File: src/desfr_pkg.sv
// Package with DES round tables and shared types.
`timescale 1ns / 1ps
`default_nettype none
package desfr_pkg;

    localparam int unsigned ROUNDS = 16;
    localparam int unsigned KEY_W = 48;
    localparam int unsigned HALF_W = 32;
    localparam int unsigned BLOCK_W = 64;

    // Action codes carried on the input channel.
    localparam logic ACT_LOAD = 1'b0;
    localparam logic ACT_PROC = 1'b1;

    // Controller state.
    typedef enum logic [1:0] {
        ST_IDLE,
        ST_RUN,
        ST_DONE
    } desfr_state_t;

    // Data handed from one round cell to the next.
    typedef struct packed {
        logic [HALF_W-1:0] l;
        logic [HALF_W-1:0] r;
    } desfr_half_pair_t;

    // E expansion: entry i (1 = MSB) of the 48-bit result picks this input bit.
    localparam logic [5:0] E_TAB [48] = '{
        6'd32, 6'd1, 6'd2, 6'd3, 6'd4, 6'd5, 6'd4, 6'd5,
        6'd6, 6'd7, 6'd8, 6'd9, 6'd8, 6'd9, 6'd10, 6'd11,
        6'd12, 6'd13, 6'd12, 6'd13, 6'd14, 6'd15, 6'd16, 6'd17,
        6'd16, 6'd17, 6'd18, 6'd19, 6'd20, 6'd21, 6'd20, 6'd21,
        6'd22, 6'd23, 6'd24, 6'd25, 6'd24, 6'd25, 6'd26, 6'd27,
        6'd28, 6'd29, 6'd28, 6'd29, 6'd30, 6'd31, 6'd32, 6'd1
    };

    localparam logic [5:0] P_TAB [32] = '{
        6'd16, 6'd7, 6'd20, 6'd21, 6'd29, 6'd12, 6'd28, 6'd17,
        6'd1, 6'd15, 6'd23, 6'd26, 6'd5, 6'd18, 6'd31, 6'd10,
        6'd2, 6'd8, 6'd24, 6'd14, 6'd32, 6'd27, 6'd3, 6'd9,
        6'd19, 6'd13, 6'd30, 6'd6, 6'd22, 6'd11, 6'd4, 6'd25
    };

    localparam logic [3:0] SBOX [8][64] = '{
        '{4'd14,4'd4,4'd13,4'd1,4'd2,4'd15,4'd11,4'd8,4'd3,4'd10,4'd6,4'd12,4'd5,4'd9,4'd0,4'd7,
          4'd0,4'd15,4'd7,4'd4,4'd14,4'd2,4'd13,4'd1,4'd10,4'd6,4'd12,4'd11,4'd9,4'd5,4'd3,4'd8,
          4'd4,4'd1,4'd14,4'd8,4'd13,4'd6,4'd2,4'd11,4'd15,4'd12,4'd9,4'd7,4'd3,4'd10,4'd5,4'd0,
          4'd15,4'd12,4'd8,4'd2,4'd4,4'd9,4'd1,4'd7,4'd5,4'd11,4'd3,4'd14,4'd10,4'd0,4'd6,4'd13},
        '{4'd15,4'd1,4'd8,4'd14,4'd6,4'd11,4'd3,4'd4,4'd9,4'd7,4'd2,4'd13,4'd12,4'd0,4'd5,4'd10,
          4'd3,4'd13,4'd4,4'd7,4'd15,4'd2,4'd8,4'd14,4'd12,4'd0,4'd1,4'd10,4'd6,4'd9,4'd11,4'd5,
          4'd0,4'd14,4'd7,4'd11,4'd10,4'd4,4'd13,4'd1,4'd5,4'd8,4'd12,4'd6,4'd9,4'd3,4'd2,4'd15,
          4'd13,4'd8,4'd10,4'd1,4'd3,4'd15,4'd4,4'd2,4'd11,4'd6,4'd7,4'd12,4'd0,4'd5,4'd14,4'd9},
        '{4'd10,4'd0,4'd9,4'd14,4'd6,4'd3,4'd15,4'd5,4'd1,4'd13,4'd12,4'd7,4'd11,4'd4,4'd2,4'd8,
          4'd13,4'd7,4'd0,4'd9,4'd3,4'd4,4'd6,4'd10,4'd2,4'd8,4'd5,4'd14,4'd12,4'd11,4'd15,4'd1,
          4'd13,4'd6,4'd4,4'd9,4'd8,4'd15,4'd3,4'd0,4'd11,4'd1,4'd2,4'd12,4'd5,4'd10,4'd14,4'd7,
          4'd1,4'd10,4'd13,4'd0,4'd6,4'd9,4'd8,4'd7,4'd4,4'd15,4'd14,4'd3,4'd11,4'd5,4'd2,4'd12},
        '{4'd7,4'd13,4'd14,4'd3,4'd0,4'd6,4'd9,4'd10,4'd1,4'd2,4'd8,4'd5,4'd11,4'd12,4'd4,4'd15,
          4'd13,4'd8,4'd11,4'd5,4'd6,4'd15,4'd0,4'd3,4'd4,4'd7,4'd2,4'd12,4'd1,4'd10,4'd14,4'd9,
          4'd10,4'd6,4'd9,4'd0,4'd12,4'd11,4'd7,4'd13,4'd15,4'd1,4'd3,4'd14,4'd5,4'd2,4'd8,4'd4,
          4'd3,4'd15,4'd0,4'd6,4'd10,4'd1,4'd13,4'd8,4'd9,4'd4,4'd5,4'd11,4'd12,4'd7,4'd2,4'd14},
        '{4'd2,4'd12,4'd4,4'd1,4'd7,4'd10,4'd11,4'd6,4'd8,4'd5,4'd3,4'd15,4'd13,4'd0,4'd14,4'd9,
          4'd14,4'd11,4'd2,4'd12,4'd4,4'd7,4'd13,4'd1,4'd5,4'd0,4'd15,4'd10,4'd3,4'd9,4'd8,4'd6,
          4'd4,4'd2,4'd1,4'd11,4'd10,4'd13,4'd7,4'd8,4'd15,4'd9,4'd12,4'd5,4'd6,4'd3,4'd0,4'd14,
          4'd11,4'd8,4'd12,4'd7,4'd1,4'd14,4'd2,4'd13,4'd6,4'd15,4'd0,4'd9,4'd10,4'd4,4'd5,4'd3},
        '{4'd12,4'd1,4'd10,4'd15,4'd9,4'd2,4'd6,4'd8,4'd0,4'd13,4'd3,4'd4,4'd14,4'd7,4'd5,4'd11,
          4'd10,4'd15,4'd4,4'd2,4'd7,4'd12,4'd9,4'd5,4'd6,4'd1,4'd13,4'd14,4'd0,4'd11,4'd3,4'd8,
          4'd9,4'd14,4'd15,4'd5,4'd2,4'd8,4'd12,4'd3,4'd7,4'd0,4'd4,4'd10,4'd1,4'd13,4'd11,4'd6,
          4'd4,4'd3,4'd2,4'd12,4'd9,4'd5,4'd15,4'd10,4'd11,4'd14,4'd1,4'd7,4'd6,4'd0,4'd8,4'd13},
        '{4'd4,4'd11,4'd2,4'd14,4'd15,4'd0,4'd8,4'd13,4'd3,4'd12,4'd9,4'd7,4'd5,4'd10,4'd6,4'd1,
          4'd13,4'd0,4'd11,4'd7,4'd4,4'd9,4'd1,4'd10,4'd14,4'd3,4'd5,4'd12,4'd2,4'd15,4'd8,4'd6,
          4'd1,4'd4,4'd11,4'd13,4'd12,4'd3,4'd7,4'd14,4'd10,4'd15,4'd6,4'd8,4'd0,4'd5,4'd9,4'd2,
          4'd6,4'd11,4'd13,4'd8,4'd1,4'd4,4'd10,4'd7,4'd9,4'd5,4'd0,4'd15,4'd14,4'd2,4'd3,4'd12},
        '{4'd13,4'd2,4'd8,4'd4,4'd6,4'd15,4'd11,4'd1,4'd10,4'd9,4'd3,4'd14,4'd5,4'd0,4'd12,4'd7,
          4'd1,4'd15,4'd13,4'd8,4'd10,4'd3,4'd7,4'd4,4'd12,4'd5,4'd6,4'd11,4'd0,4'd14,4'd9,4'd2,
          4'd7,4'd11,4'd4,4'd1,4'd9,4'd12,4'd14,4'd2,4'd0,4'd6,4'd10,4'd13,4'd15,4'd3,4'd5,4'd8,
          4'd2,4'd1,4'd14,4'd7,4'd4,4'd10,4'd8,4'd13,4'd15,4'd12,4'd9,4'd0,4'd3,4'd5,4'd6,4'd11}
    };

    // One DES round function f(R, K).
    function automatic logic [HALF_W-1:0] des_f(input logic [HALF_W-1:0] r,
                                                 input logic [KEY_W-1:0] k);
        logic [KEY_W-1:0]  x;
        logic [HALF_W-1:0] s;
        logic [HALF_W-1:0] p;
        logic [5:0]        grp;
        for (int i = 0; i < 48; i++) begin
            x[47-i] = r[32 - int'(E_TAB[i])];
        end
        x = x ^ k;
        for (int b = 0; b < 8; b++) begin
            grp = x[6*(7-b) +: 6];
            s[4*(7-b) +: 4] = SBOX[b][{grp[5], grp[0], grp[4:1]}];
        end
        for (int i = 0; i < 32; i++) begin
            p[31-i] = s[32 - int'(P_TAB[i])];
        end
        return p;
    endfunction

endpackage
`default_nettype wire

File: src/desfr_cell.sv
// One Feistel round cell: holds a key and a half pair, passes it on.
`timescale 1ns / 1ps
`default_nettype none
module desfr_cell
    import desfr_pkg::*;
(
    input  wire logic                 clk,
    input  wire logic                 key_we,
    input  wire logic [KEY_W-1:0]     key_in,
    input  wire logic                 load,
    input  wire desfr_half_pair_t     data_in,
    output desfr_half_pair_t          data_out
);

    logic [KEY_W-1:0] key_reg;
    desfr_half_pair_t data_reg;
    desfr_half_pair_t data_next;

    // Round: new L is old R, new R is L xor f(R, K).
    always_comb
    begin
        data_next.l = data_in.r;
        data_next.r = data_in.l ^ des_f(data_in.r, key_reg);
    end

    // Key store for this round.
    always_ff @(posedge clk)
    begin
        if (key_we)
        begin
            key_reg <= key_in;
        end
    end

    // Result register, taken when the controller steps this cell.
    always_ff @(posedge clk)
    begin
        if (load)
        begin
            data_reg <= data_next;
        end
    end

    assign data_out = data_reg;

endmodule
`default_nettype wire

File: config.mk
export PLATFORM = sky130hd
export DESIGN_NAME = desfr_cell
export DESIGN_NICKNAME = d
export VERILOG_FILES = /design/src/desfr_pkg.sv /design/src/desfr_cell.sv
export SDC_FILE = /design/constraint.sdc
export NUM_CORES = 1
export LEC_CHECK = 0
export ABC_AREA = 1
export BUFFER_PORTS_ARGS = -buffer_cell sky130_fd_sc_hd__buf_2
export CORE_MARGIN = 1
export CORE_UTILIZATION = 52
export DETAILED_ROUTE_END_ITERATION = 6
export GPL_TIMING_DRIVEN = 0
export HOLD_SLACK_MARGIN = 0.08
export PLACE_DENSITY = 0.88
export SYNTH_ARGS = -nofsm -noshare
export SYNTH_HDL_FRONTEND = slang
export SYNTH_SLANG_ARGS = --single-unit
File: constraint.sdc
create_clock -name clk -period 1.8 [get_ports clk]
set_input_delay 0.18 -clock clk [delete_from_list [all_inputs] [get_ports clk]]
set_output_delay 0.18 -clock clk [all_outputs]
set_load 0.05 [all_outputs]
Word level (Yosys, flattened, before mapping) --
Memories as Yosys holds them, arrays and structs flattened. Cells that the tools add are included. Widths: inputs -> output; s select.
Word-level totals: flip-flop bits (word level) 112, latch bits 0, RAM bits 0, ROM bits 2048, input bits 115, output and inout bits 64, logic and storage cells 45, memories kept 8
Operators by class: add/subtract/negate cells 0, multipliers 0, divide/modulo/power cells 0, order comparisons 8, equal/unequal tests 0, shifts and indexed selects 0, muxes and demuxes 16, bitwise operators 10, reductions and logical operators 0
Memory list:
- (name not given) | depth 64, bits a word 4, read ports 1, clocked after Yosys merged registers in 0, write ports 0, RTL line desfr_pkg.sv:93 | s[4*(7-b) +: 4] = SBOX[b][{grp[5], grp[0], grp[4:1]}];
- (name not given) | depth 64, bits a word 4, read ports 1, clocked after Yosys merged registers in 0, write ports 0, RTL line desfr_pkg.sv:93
- (name not given) | depth 64, bits a word 4, read ports 1, clocked after Yosys merged registers in 0, write ports 0, RTL line desfr_pkg.sv:93
- (name not given) | depth 64, bits a word 4, read ports 1, clocked after Yosys merged registers in 0, write ports 0, RTL line desfr_pkg.sv:93
- (name not given) | depth 64, bits a word 4, read ports 1, clocked after Yosys merged registers in 0, write ports 0, RTL line desfr_pkg.sv:93
- (name not given) | depth 64, bits a word 4, read ports 1, clocked after Yosys merged registers in 0, write ports 0, RTL line desfr_pkg.sv:93
- +2 memories
Operators with widths (count):
- $mux 4 | 16
- $ge 7x7->1 const B | 8
- $not 6->7 | 8
- $xor 48x48->48 | 1
- $xor 32x32->32 | 1

Depth between registers and ports, before layout --
depth in word-level cells 6, gate-level depth with buffers 15, mapped depth without buffers 15

Worst setup path after synthesis --
No wires, ideal clock.
path type flip-flop to flip-flop, start reg key_reg[20], end reg data_reg, in the netlist data_out[18] (data pin), library setup time 0.252 ns, data arrival time 1.711 ns, data required time 1.548 ns, setup slack -0.164 ns, stages on the path, launching flop included 15, buffers on the path 0, period minus slack after synthesis 1.964 ns, path through edfxtp_1 -> nand2_1 -> inv_1 -> nor2_1 -> ha_1 -> inv_1 -> nand2_1 -> nand2_1 -> nand2_1 -> nand3_1 -> nand2_1 -> nand2_1 -> nand2_1 -> nand2_1 -> nand2_1
RTL lines:
- start, declared | RTL line desfr_cell.sv:15 | logic [KEY_W-1:0] key_reg;
- start signal, assigned | RTL line desfr_cell.sv:31 | key_reg <= key_in;
- end signal, assigned | RTL line desfr_cell.sv:40 | data_reg <= data_next;
- end, declared | RTL line desfr_cell.sv:16 | desfr_half_pair_t data_reg;

==> results.md <==
- Outcome: finished with violations
- Failing checks: DRC, setup timing
- Max reg flops: 64
- Ys async rst share: 0
- Vias: 10.3k
- Final hold violation count: 0
- Setup WS post-layout: -0.198 ns
- Pwr dens: 782 nW/µm²
- DP HPWL: 16800 µm
- First-pass iteration count of the detailed router: 7
- Placer Congestion: 0.953
- Clock Latency Late Sink: 0.35 ns
- Vias in the first global route: 9251
- Die Ht: 136 µm
- RSZ-0062 raised after global routing: true
- I/O pins: 179
- Antenna violations before repair: 0
- Clock-pin slew of the registers on the worst-case setup and hold paths: 0.08 ns
- Startpoint Class: flip-flop
- Die area: 18400 µm²
- Root Driver: clkbuf_16
- Capturing point of the worst reg2reg path: data_out[21]
- Final setup fails: 22
- Clk buf depth: 2
- Die W: 136 µm
- Top-count cell post-synth: nand2_1
- Required @ worst endpoint: 1.91 ns
- DRC Markers: 7
- Fillers: 1161
- Layout Skew: 0.0105 ns
- F_max: 0.500 GHz
- Met2 wire len: 15000 µm
- CTS tree: yes
- Post-Syn Area per Cell: 6.95 µm²
- Drt initial violations: 882
- Core area: 17400 µm²
- Syn. warnings: 0
- Layout cells sized above 1: 0.355
- Yosys top cell by area: edfxtp_1
- RR Startpoint: key_reg[14]
- Global-route usage over all layers: 0.285
- Post-synth EDFFs: 112
- Commonest cells post-synth: nand2_1, nand3_1, inv_1
- Worst-case reg-to-reg path depth: 14
- Starting density of the core: 0.534
- Worst Path Arrival: 2.11 ns
- Setup TNS: -2.48 ns
- DRT met1 WL: 11100 µm
- Pin count of the biggest net entering global routing: 65
- Hold Crit Class: in2reg
- Via density: 5.51
- R2r setup slk: -0.20 ns
- H-tree Lvls: 3
- Worst hold path depth: 3
- Sequential share of the synthesized area: 0.363
- Synth top area share: 0.363
- Wire per inst: 15.6 µm
- Post-synthesis instance area: 9270 µm²
- Met3 WL: 2120 µm
- ANT nets after route: 0
- First-pass GRT wire length: 42100 µm
- Final wirelength: 29100 µm
- Synth Instances: 1334
- Post-route minimum period: 2.00 ns
- Worst-Margin Slew: 1.26 ns
- Port bufs: 178
- CP Max Fanout: 5
- Max Cap Viol: 0
- Min Hold Slack: 0.0988 ns
- Peak VDD IR: 597 µV
- Critical Path End Type: flip-flop
- Synth area leaders: edfxtp_1, nand2_1, nand3_1
- Fin crit share: 1.11
- Post-Syn Nets: 1511
- Slew headroom: 0.159
- Uppermost layer routed: met4
- # rows: 48
- Leakage: 6.69 nW
- WS Path Type: reg2reg
- Fin nets: 1816
- Gr ovfl total: 0
- Worst hold start: data_in[41]
- Yosys reg bits: 112
- Cts bufs inserted: 9
- Synth-to-layout area growth: 46.0%
- Count of cell types in the netlist: 24
- Worst Hold End: data_out[9]
- Clock Sinks: 112
- Final Max Slew Viols: 0
- Ys flop type: edfxtp_1
[per-layer routing]
layer | GRT usage | vias to the layer above
met2 | 0.521 | 540
met4 | 0.0955 | 0
li1 | - | 4929
met5 | 0 | -
met1 | 0.346 | 4744
met3 | 0.0318 | 90
[critical path: stages, from the launching register on]
cell and delay [ns]:
edfxtp_1 0.44, inv_1 0.12, nand2_2 0.07, nand2_4 0.09
inv_6 0.05, ha_4 0.30, inv_4 0.06, nand2_4 0.08
nand2_2 0.06, nand2_2 0.08, nand3_2 0.07, nand2_2 0.09
nand2_2 0.07, nand3b_1 0.13, nand2_1 0.06
[area by class of cell]
cell class                      instances  area [µm²]  share of cell area
Clock inverter                          5        48.8             0.00361
Multi-Input combinational cell       1058        6880               0.508
Timing Repair Buffer                  294        1990               0.147
Tap cell                              225         282              0.0208
Antenna cell                            1        2.50            0.000185
Buffer                                 27         188              0.0139
Sequential cell                       112        3360               0.249
Clock buffer                           10         229              0.0169
Inverter                              137         549              0.0406
[stage by stage]
step | instances | total power, mW | utilization | worst slack (ns) | instance area (µm²)
after floorplan | 1334 | 6.30 | - | -0.0200 | 9400
after global placement | 1737 | 7.16 | 0.609 | -0.297 | 10600
after detailed placement | 1737 | 7.21 | 0.609 | -0.316 | 10600
after CTS | 1838 | 9.66 | 0.699 | -0.146 | 12100
after global routing | 1868 | 11.1 | 0.779 | -0.274 | 13500
final | 1869 | 10.6 | 0.780 | -0.198 | 13500
[cell usage in the layout (no fill, tap or decap), types with 8 or more instances in the layout]
cell | netlist | layout
nand2_2 | 1 | 93
nand3b_1 | 17 | 17
nand2_4 | 0 | 31
nand2_1 | 624 | 498
ha_1 | 62 | 32
inv_2 | 1 | 16
inv_1 | 134 | 109
dlygate4sd3_1 | 0 | 63
edfxtp_1 | 112 | 112
buf_6 | 0 | 22
clkbuf_16 | 0 | 9
ha_4 | 0 | 22
xnor2_4 | 0 | 9
buf_2 | 21 | 189
ha_2 | 0 | 8
nand3_1 | 286 | 200
nand3_2 | 0 | 85
buf_4 | 5 | 45
xnor2_2 | 4 | 10
[cell families (layout without fill, tap and decap cells)]
logic type,after synthesis,after routing,synth area share
XOR/XNOR,36,36,0.0421
flip-flops,112,112,0.363
AND/OR/NAND/NOR,940,940,0.429
buffers and inverters,164,473,0.0713
other,0,1,0
adder cells (fa/ha/maj),62,62,0.0837
AO/OA/AOI/OAI,20,20,0.0116
[where the power goes]
| group | internal (mW) | switching (mW) |
|---|---|---|
| Combinational | 1.85 | 3.36 |
| Sequential | 3.21 | 0.135 |
| Clock | 1.06 | 0.963 |
| Total | 6.13 | 4.46 |
[timing repair]
item / CTS / global route
pin swaps: 57 / 145
gates resized for setup: 109 / 300
buffers inserted: 23 / 29
hold buffers: 63 / 0
setup endpoints to repair: 32 / 32
endpoints found under the hold margin: 63 / 0
gates cloned: 0 / 1
[how the worst max path moves through the flow]
stage	from	to	slack, ns
2_1_floorplan	key_reg[31]	data_out[8]	-0.02
3_3_place_gp	key_reg[37]	data_out[30]	-0.30
3_5_place_dp	key_reg[14]	data_out[21]	-0.32
4_1_cts	key_reg[37]	data_out[19]	-0.15
5_1_grt	key_reg[37]	data_out[14]	-0.27
6_report	key_reg[14]	data_out[21]	-0.20
(Power assumes the default switching activity.)
